<file path="src/hdl/smd_pkg.sv">
// ----------------------------------------------------------------------------
// smd_pkg
// Shared types and constants of the serial message deframer.
// ----------------------------------------------------------------------------
package smd_pkg;

    // Result event codes
    localparam logic [2:0] EV_NONE      = 3'd0;
    localparam logic [2:0] EV_PAYLOAD   = 3'd1;
    localparam logic [2:0] EV_EMPTY     = 3'd2;
    localparam logic [2:0] EV_HANDSHAKE = 3'd3;
    localparam logic [2:0] EV_UNKNOWN   = 3'd4;

    // Handshake reply byte values
    localparam logic [1:0] REPLY_OFF = 2'd0;
    localparam logic [1:0] REPLY_ON  = 2'd2;

    // Header constants
    localparam logic [7:0]  SYNC_WORD [4] = '{8'h33, 8'h32, 8'h42, 8'h4C};
    localparam logic [31:0] TYPE_MLTI = 32'h4D4C5449;
    localparam logic [31:0] TYPE_USER = 32'h55534552;

    // Last header byte position (header is eight bytes)
    localparam logic [2:0] POS_SYNC_END = 3'd4;
    localparam logic [2:0] POS_LAST     = 3'd7;

    typedef enum logic [4:0] {
        PH_HUNT    = 5'b00001,
        PH_SHAKE   = 5'b00010,
        PH_LEN_LO  = 5'b00100,
        PH_LEN_HI  = 5'b01000,
        PH_PAYLOAD = 5'b10000
    } t_phase;

    typedef struct packed {
        logic [2:0]  event_res;
        logic [7:0]  data;
        logic        last;
        logic [15:0] message_length;
        logic        send_reply;
        logic [1:0]  reply_value;
        logic        connected;
    } t_result;

endpackage

</file>
<file path="src/hdl/smd_frame.sv">
// ----------------------------------------------------------------------------
// smd_frame
// Framing state of the deframer: header hunt, type decode, length capture
// and payload count. Produces the result of the item presented this cycle
// and updates its state when that item is accepted.
// ----------------------------------------------------------------------------
module smd_frame
    import smd_pkg::*;
(
    input  logic       i_clk,
    input  logic       i_rst_n,
    input  logic       i_accept,
    input  logic       i_mode,
    input  logic [7:0] i_rx_byte,
    input  logic       i_link_enabled,
    output t_result    o_result
);

    t_phase      r_phase,       n_phase;
    logic [2:0]  r_match_pos,   n_match_pos;
    logic [23:0] r_type_word,   n_type_word;
    logic [15:0] r_pay_len,     n_pay_len;
    logic [15:0] r_pay_off,     n_pay_off;
    logic        r_peer_up,     n_peer_up;

    logic [31:0] type_full;
    logic [15:0] off_inc;
    logic [15:0] len_full;

    assign type_full = {r_type_word, i_rx_byte};
    assign off_inc   = r_pay_off + 16'd1;
    assign len_full  = {i_rx_byte, r_pay_len[7:0]};

    always_comb begin
        n_phase     = r_phase;
        n_match_pos = r_match_pos;
        n_type_word = r_type_word;
        n_pay_len   = r_pay_len;
        n_pay_off   = r_pay_off;
        n_peer_up   = r_peer_up;
        o_result    = '0;

        if (i_mode) begin
            // Link lost only drops the peer; framing carries on.
            n_peer_up = 1'b0;
        end else begin
            case (r_phase)
                PH_SHAKE: begin
                    n_peer_up           = (i_rx_byte != 8'd0);
                    o_result.event_res  = EV_HANDSHAKE;
                    o_result.send_reply = n_peer_up;
                    n_phase             = PH_HUNT;
                end
                PH_LEN_LO: begin
                    n_pay_len = {8'd0, i_rx_byte};
                    n_phase   = PH_LEN_HI;
                end
                PH_LEN_HI: begin
                    n_pay_len = len_full;
                    n_pay_off = 16'd0;
                    if (len_full == 16'd0) begin
                        o_result.event_res = EV_EMPTY;
                        o_result.last      = 1'b1;
                        n_phase            = PH_HUNT;
                    end else begin
                        n_phase = PH_PAYLOAD;
                    end
                end
                PH_PAYLOAD: begin
                    o_result.event_res = EV_PAYLOAD;
                    o_result.data      = i_rx_byte;
                    n_pay_off          = off_inc;
                    if (off_inc >= r_pay_len) begin
                        o_result.last = 1'b1;
                        n_phase       = PH_HUNT;
                    end
                end
                default: begin
                    n_phase = PH_HUNT;
                    if (r_match_pos < POS_SYNC_END) begin
                        n_match_pos = (i_rx_byte == SYNC_WORD[r_match_pos[1:0]]) ?
                                      r_match_pos + 3'd1 : 3'd0;
                    end else begin
                        // Only the four type bytes of this header reach the compare.
                        n_type_word = type_full[23:0];
                        if (r_match_pos != POS_LAST) begin
                            n_match_pos = r_match_pos + 3'd1;
                        end else begin
                            n_match_pos = 3'd0;
                            if (type_full == TYPE_MLTI) begin
                                n_phase = PH_SHAKE;
                            end else if (type_full == TYPE_USER) begin
                                n_phase = PH_LEN_LO;
                            end else begin
                                o_result.event_res = EV_UNKNOWN;
                            end
                        end
                    end
                end
            endcase
        end

        o_result.message_length = n_pay_len;
        o_result.reply_value    = i_link_enabled ? REPLY_ON : REPLY_OFF;
        o_result.connected      = i_link_enabled & n_peer_up;
    end

    always_ff @(posedge i_clk) begin
        if (!i_rst_n) begin
            r_phase     <= PH_HUNT;
            r_match_pos <= 3'd0;
            r_type_word <= 24'd0;
            r_pay_len   <= 16'd0;
            r_pay_off   <= 16'd0;
            r_peer_up   <= 1'b0;
        end else if (i_accept) begin
            r_phase     <= n_phase;
            r_match_pos <= n_match_pos;
            r_type_word <= n_type_word;
            r_pay_len   <= n_pay_len;
            r_pay_off   <= n_pay_off;
            r_peer_up   <= n_peer_up;
        end
    end

endmodule

</file>
<file path="src/hdl/serial_message_deframer_core.sv">
// ----------------------------------------------------------------------------
// serial_message_deframer_core
// Serial message deframer: header match, handshake and user payload output.
// ----------------------------------------------------------------------------
// Channel  | Direction | Handshake                  | Payload
// in       | input     | i_in_valid / o_in_stall    | mode, rx_byte
// out      | output    | o_out_valid / i_out_stall  | event_res .. connected
// cfg      | input     | i_cfg_we (no wait)         | link_enabled
//
// One result per transfer in, one transfer per cycle sustained unless the
// output is stalled. The framing logic feeds the output register.
// A skid register behind the output register takes one more transfer
// while the output is stalled; o_in_stall rises only when it is full.
// Synchronous active-low reset clears framing state, link_enabled and
// both valid flags.
// ----------------------------------------------------------------------------
module serial_message_deframer_core
    import smd_pkg::*;
(
    input  logic        i_clk,
    input  logic        i_rst_n,
    input  logic        i_cfg_we,
    input  logic        i_cfg_wdata,
    input  logic        i_in_valid,
    output logic        o_in_stall,
    input  logic        i_in_mode,
    input  logic [7:0]  i_in_rx_byte,
    output logic        o_out_valid,
    input  logic        i_out_stall,
    output logic [2:0]  o_out_event_res,
    output logic [7:0]  o_out_data,
    output logic        o_out_last,
    output logic [15:0] o_out_message_length,
    output logic        o_out_send_reply,
    output logic [1:0]  o_out_reply_value,
    output logic        o_out_connected
);

    logic    r_link_enabled;
    logic    in_accept;
    t_result new_result;
    t_result r_out,  r_skid;
    logic    r_out_valid, r_skid_valid;

    assign in_accept  = i_in_valid && !r_skid_valid;
    assign o_in_stall = r_skid_valid;

    always_ff @(posedge i_clk) begin
        if (!i_rst_n) begin
            r_link_enabled <= 1'b0;
        end else if (i_cfg_we) begin
            r_link_enabled <= i_cfg_wdata;
        end
    end

    smd_frame u_frame (
        .i_clk          (i_clk),
        .i_rst_n        (i_rst_n),
        .i_accept       (in_accept),
        .i_mode         (i_in_mode),
        .i_rx_byte      (i_in_rx_byte),
        .i_link_enabled (r_link_enabled),
        .o_result       (new_result)
    );

    // Valid flags
    always_ff @(posedge i_clk) begin
        if (!i_rst_n) begin
            r_out_valid  <= 1'b0;
            r_skid_valid <= 1'b0;
        end else if (r_out_valid && i_out_stall) begin
            if (in_accept) begin
                r_skid_valid <= 1'b1;
            end
        end else begin
            r_out_valid  <= r_skid_valid || in_accept;
            r_skid_valid <= 1'b0;
        end
    end

    // Payload registers
    always_ff @(posedge i_clk) begin
        if (r_out_valid && i_out_stall) begin
            if (in_accept) begin
                r_skid <= new_result;
            end
        end else if (r_skid_valid) begin
            r_out <= r_skid;
        end else if (in_accept) begin
            r_out <= new_result;
        end
    end

    assign o_out_valid          = r_out_valid;
    assign o_out_event_res      = r_out.event_res;
    assign o_out_data           = r_out.data;
    assign o_out_last           = r_out.last;
    assign o_out_message_length = r_out.message_length;
    assign o_out_send_reply     = r_out.send_reply;
    assign o_out_reply_value    = r_out.reply_value;
    assign o_out_connected      = r_out.connected;

endmodule

</file>
<file path="config.mk">
export PLATFORM = sky130hd
export DESIGN_NAME = serial_message_deframer_core
export DESIGN_NICKNAME = d
export VERILOG_FILES = /design/src/hdl/smd_pkg.sv /design/src/hdl/smd_frame.sv /design/src/hdl/serial_message_deframer_core.sv
export SDC_FILE = /design/constraint.sdc
export NUM_CORES = 1
export LEC_CHECK = 0
export BUFFER_PORTS_ARGS = -buffer_cell sky130_fd_sc_hd__buf_2
export CAP_MARGIN = 0
export CORE_MARGIN = 2
export CORE_UTILIZATION = 65
export CTS_CLUSTER_DIAMETER = 200
export DETAILED_ROUTE_END_ITERATION = 8
export GPL_ROUTABILITY_DRIVEN = 0
export PLACE_DENSITY_LB_ADDON = 0.12
export SYNTH_ARGS = -nofsm -noshare
export SYNTH_HDL_FRONTEND = slang
export SYNTH_SLANG_ARGS = --single-unit
export TNS_END_PERCENT = 1
</file>
<file path="constraint.sdc">
create_clock -name i_clk -period 7.93 [get_ports i_clk]
set_input_delay 2.379 -clock i_clk [delete_from_list [all_inputs] [get_ports i_clk]]
set_output_delay 2.379 -clock i_clk [all_outputs]
set_load 0.1 [all_outputs]
</file>
**Word-level counts from Yosys, hierarchy flattened**

Cells that the tools add are included.

- Add/subtract/negate cells: 2
- $mul: 0
- Divide/modulo/power cells: 0
- Order comparisons: 3
- Equality and inequality tests: 9
- Shift operators: 0
- Mux-type cells: 34
- Bitwise operators: 6
- Reduce and logical (&&, ||, !) cells: 16

Operators with widths:

| kind | number |
|---|---|
| equality test 32 x 31 -> 1 bit (second input constant) | 2 |
| two-way mux 32 bit | 2 |
| one-hot mux 16 bit (2 select lines) | 2 |
| two-way mux 5 bit | 5 |
| two-way mux 3 bit | 8 |
| two-way mux 8 bit | 3 |
| one-hot mux 5 bit (4 select lines) | 1 |
| adder 16 x 1 -> 16 bit (second input constant) | 1 |
| binary-select mux 8 bit (select 2 bit) | 1 |
| >= comparator 16 bit | 1 |
| logical NOT 16 bit | 1 |
| two-way mux 16 bit | 1 |
| two-way mux 12 bit | 1 |
| one-hot mux 3 bit (4 select lines) | 1 |
| AND reduction 3 bit | 3 |
| equality test 8 bit | 1 |
| nonzero test 8 bit | 1 |
| two-way mux 1 bit | 6 |
| AND reduction 2 bit | 3 |
| equality test 5 x 2 -> 1 bit (second input constant) | 1 |
| equality test 5 x 3 -> 1 bit (second input constant) | 1 |
| equality test 5 x 4 -> 1 bit (second input constant) | 1 |
| equality test 5 bit (second input constant) | 1 |
| two-way mux 2 bit | 2 |
| 15 further kinds | 20 |

- Register bits: 132
- Bits in latches: 0
- Memory bits (writable): 0
- Memory bits (read-only): 0
- Logic and storage cells: 93
- Memories kept: 0

**Logic depth before layout (Yosys ltp)**

- Word-level depth: 9
- Gate-level depth with buffers: 12
- Mapped depth without buffers: 12

**Cells and area by module**

A second synthesis with hierarchy kept.

- Cell total of the unflattened synthesis: 579
- Area, all modules: 6,371.1 µm²

Modules (own cells, without submodules):

| module | instances | cells an instance | area an instance (µm²) | seq. area each (µm²) |
|---|---|---|---|---|
| smd_frame | 1 | 467 | 3,802.4 | 1,301.2 |
| serial_message_deframer_core | 1 | 112 | 2,568.7 | 1,981.9 |

**Least setup slack after synthesis**

Ideal clock, no wire load.

- Path kind: input to register
- From: in i_in_valid
- To: reg r_skid[0] (netlist name), enable pin
- Library setup time: 0.419 ns
- Arrival: 4.101 ns
- Required time: 7.511 ns
- Path slack: 3.410 ns
- Cell stages on the path: 4
- Path buffers: 2
- Cells stage by stage: nand2b_1 > clkbuf_1 > clkbuf_1 > nor2_1

- Longest elaborated chain between the ends: 2

RTL lines:

| element | line | source |
|---|---|---|
| start: declaration | serial_message_deframer_core.sv:24 | `input logic i_in_valid,` |
| logical AND 1 bit | serial_message_deframer_core.sv:45 | `assign in_accept = i_in_valid && !r_skid_valid;` |
| AND reduction 2 bit (no source line) | - |  |
| end signal: assignment | serial_message_deframer_core.sv:85 | `r_skid <= new_result;` |
| end: declaration | serial_message_deframer_core.sv:42 | `t_result r_out, r_skid;` |

No other way between the ends.
A chain may end at the register's enable or synchronous reset.

**Final worst setup path**

- From: in i_in_valid
- To: reg u_frame.r_type_word[15]

- Longest elaborated chain between the ends: 2

RTL lines:

| element | line | source |
|---|---|---|
| logical AND 1 bit | serial_message_deframer_core.sv:45 |  |
| AND reduction 4 bit (no source line) | - |  |
| end signal: assignment | smd_frame.sv:119 | `r_type_word <= n_type_word;` |
| end: declaration | smd_frame.sv:21 | `logic [23:0] r_type_word, n_type_word;` |

No other way between the ends.

==> results.md <==
Pwr:
- The analysis attributes to cell leakage a power of 3.09 nW.
- The part of the total power dissipated in combinational logic is 10.3%.
- The power density over cell area is 241 nW/um^2.
- The worst-case IR drop observed on VDD is 150 uV.
- The switching part of the total power is 26.0%.
- The internal power summed over all cells is 0.00128 W.
- The reported net switching power is 0.000448 W.
- Per report_power, the sequential group accounts for 42.5% of the total.
- The clock share of power is 47.2%.

Synth:
- The average instance area after synthesis is 11.0 um^2.
- After synthesis, the most frequently instantiated cells are 68 x dfxtp_1, 62 x edfxtp_1, 49 x nand2_1.
- Sequential cells were found to cover 51.1% of the synthesized design area.
- Sorting the synthesized cells by area gives the leading types as edfxtp_1 30%, dfxtp_1 22%, mux2_2 5.5%.
- The largest total area in the synthesized netlist belongs to edfxtp_1.
- In this run, synthesis produced a sequential element count of 130.
- The mapped netlist covers 6300 um^2.
- Among all flip-flop cells after synthesis, the most frequent one is dfxtp_1.
- The number of enable-type register cells in the synthesized netlist is 62.
- Synthesis produced a netlist whose cell count is 573.
- The most common cell in the synthesized netlist is dfxtp_1.
- The top-area cell type share of the netlist area is 29.5%.
- Of all flip-flops after synthesis, the portion carrying an async set or reset was 0%.
- The number of distinct library cell variants in the gate-level netlist after synthesis is 59.
- The count of yosys warnings during synthesis is 0.
- Counting every net in the synthesized netlist gives 609.

Worst setup path:
- The worst setup path category is in -> reg.
- STA puts the critical path data arrival time at 4830 ps.
- The worst register-to-register path begins at u_frame.r_pay_off[2].
- Counting cells, the worst reg-to-reg path comes to 11.
- The data required time at the worst endpoint is 8330 ps.
- For flop-to-flop paths, the worst setup slack is 4420 ps.
- The peak fanout along the critical path is 33.
- The slowest library cell on the worst path is nand3_2.
- The endpoint class of the critical path is a flop.
- The maximum cell stage delay along the critical path is 680 ps.
- The type of element launching the critical path is an input pin.
- The destination of the worst register-to-register timing path is u_frame.r_phase[1].
- The signal on the critical path passes through buf_2 > nand2b_1 > nor2_2 > nand3_2 > mux2i_1 > nor2b_1.

Placed design:
- The placed wire-length estimate after detailed placement is 8.63 mm.
- The total placed instance area is 6560 um^2.
- OpenSTA, run right after detailed placement, puts the worst setup slack at 3040 ps.
- During placement, the flow inserted port buffers numbering 47.

STA:
- Setup violations remaining at the end of the flow were counted as 0.
- The final-report hold violation count came to 0.
- The measured slew at the worst slew-check pin is 1220 ps.
- The remaining max-slew budget at the tightest pin is 18.7%.
- The post-route worst setup slack is 3500 ps.
- The time the worst path needs with I/O delays and setup is 4430 ps.
- The top achievable clock speed is 226 MHz.
- The clock arrives with 11.3 ps of skew.
- The final setup TNS is 0 ps.
- The worst path uses 55.9% of the clock period.
- Setup repair after global routing left no endpoint under its margin.
- The tightest hold path in the finished design has a slack of 524 ps.
- The final number of max-transition violations is 0.

Finish:
- The fraction of layout cells with a size suffix above 1 is 19.8%.
- The number of antenna diodes in the final layout is 0.
- Once layout is done, the placed cells without fillers occupy 7180 um^2.
- The area added between synthesis and finish is 13.9%.
- The net count reported at finish is 645.

Global routing:
- The total congestion overflow after global routing is 0.
- Global routing used 27.1% of the available tracks.
- The first-pass GRT wire length is 21.7 mm.
- The initial antenna violation count is 0.
- The maximum number of pins on one net before global-route repair is 72.
- The via count of the first global-routing pass is 4,301.

Route:
- The per-cell via count in the routed design is 6.04.
- After detailed routing, the average wire length per cell comes to 17.5 um.
- The number of iterations in the first detailed-routing pass is 5.
- The first-iteration detailed-routing DRC count is 354.
- The routed layout has 4,533 vias.
- After detailed routing, the total wire length is 13.2 mm.
- After detailed routing, the number of remaining DRC violations is 0.
- The count of nets left with antenna violations once routing finished came out at 0.

Clock tree:
- The number of post-CTS setup repair buffers is 0.
- In this run, CTS created clock tree buffers numbering 17.
- The tree is rooted in a clkbuf_8.
- The clock tree from TritonCTS is yes.
- After clock tree synthesis, the clock-pin slew on the worst setup and hold paths is 60 ps.
- The hold-fix buffer count after cts is 0.
- The maximum buffer depth of the clock tree is 2.
- The number of H-tree levels is 4.
- At the later pin of the worst-skew pair, clock insertion delay measures 520 ps.
- The number of sinks on the clock net is 130.
- The number of cells upsized or downsized after cts is 0.

Min path:
- The worst hold path terminates at u_frame.r_match_pos[1].
- The worst min-delay path category is reg -> reg.
- The hold path depth is 2.
- The startpoint identified for the worst hold timing path is u_frame.r_match_pos[1].

Floorplanning:
- The initial utilization of the core area, before any placement, comes to 67.6%.
- The die covers 10,500 um^2.
- Pin placement for this block handled 49 I/O pins.
- The core region is 9330 um^2.
- The width of the die is 102 um.
- The row count is 35.
- The vertical extent of the die is 102 um.

Job:
- Max-cap violations in this run came to 0.

Status:
- The run finished with clean final reports.
## cell usage in the layout, fill, tap and decap left out, types with 17 or more instances in the layout
cell type	synthesis	final
nand2_1	49	49
o211a_1	17	17
buf_2	2	47
edfxtp_1	62	62
mux2_2	31	31
nor2b_1	38	38
nor2_1	20	19
dfxtp_1	68	68
inv_1	22	22
ha_1	21	21
mux2i_1	28	28
a21oi_1	20	19
nand3_1	18	18
## state kept, by name, summed over array words and instances (netlist names)
register,cells
u_frame.r_match_pos,3
o_out_message_length,16
o_in_stall,1
o_out_event_res,3
o_out_connected,1
u_frame.r_pay_off,16
r_link_enabled,1
u_frame.r_phase,5
o_out_valid,1
o_out_reply_value,1
r_skid,31
o_out_send_reply,1
u_frame.r_peer_up,1
u_frame.r_type_word,24
o_out_last,1
u_frame.r_pay_len,16
o_out_data,8
## final cells by class
type / count / area, um^2
clock buffers: 18 / 418
clock inverters: 14 / 203
fillers: 621 / 2150
inverters: 22 / 82.6
multi-input cells: 389 / 2840
flip-flops and latches: 130 / 3220
well taps: 129 / 161
repair buffers: 49 / 250
## layer usage
| layer | global-route usage, % | vias to the layer above | share of wire [%] |
|---|---|---|---|
| met5 | 0 | - | 0 |
| met4 | 10.8 | 0 | 1.8 |
| met3 | 5.95 | 22 | 6.1 |
| met2 | 42.8 | 182 | 48 |
| met1 | 36.4 | 2162 | 44 |
| li1 | - | 2167 | - |
## worst max path at each step
stage                     from                 endpoint  slack, ps  depth (start not counted)
floorplan           i_in_valid                r_skid[0]       3410                          4
global placement    i_in_valid  u_frame.r_type_word[17]       3190                          6
detailed placement  i_in_valid  u_frame.r_type_word[15]       3040                          6
CTS                 i_in_valid  u_frame.r_type_word[15]       3580                          6
global route        i_in_valid  u_frame.r_type_word[15]       3270                          6
finish              i_in_valid  u_frame.r_type_word[15]       3500                          6
## logic make-up after synthesis
kind of cell,count (synthesis),share of synthesized area (%)
buffers and inverters,54,3.85
AOI/OAI and AO/OA,89,10.1
and+or+nand+nor,200,18.0
DFF,130,51.1
adders and majority gates,21,4.17
other,1,0.0595
muxes,59,9.99
xor gates and xnor gates,19,2.64
## power by group through the flow
| stage | registers, W | clock network (W) | logic [W] |
|---|---|---|---|
| floorplan | 0.000833 | 0 | 0.0000574 |
| global placement | 0.000747 | 0 | 0.000172 |
| detailed placement | 0.000748 | 0 | 0.000176 |
| CTS | 0.000734 | 0.000824 | 0.000178 |
| global route | 0.000736 | 0.000849 | 0.000188 |
| finish | 0.000734 | 0.000815 | 0.000178 |
## metrics by stage
stage	std cells	util (%)	total power, W
3_5_place_dp	719	70.3	0.000924
3_3_place_gp	719	70.3	0.000919
6_report	751	77.0	0.00173
2_1_floorplan	573	-	0.000890
4_1_cts	751	77.0	0.00174
5_1_grt	751	77.0	0.00177
## critical path, delay by kind of cell
family        cells  cell delay [ps]
buf+inv           1              120
mux               1              390
simple gates      4             1940
No activity file was read; power rests on OpenSTA's default activity.
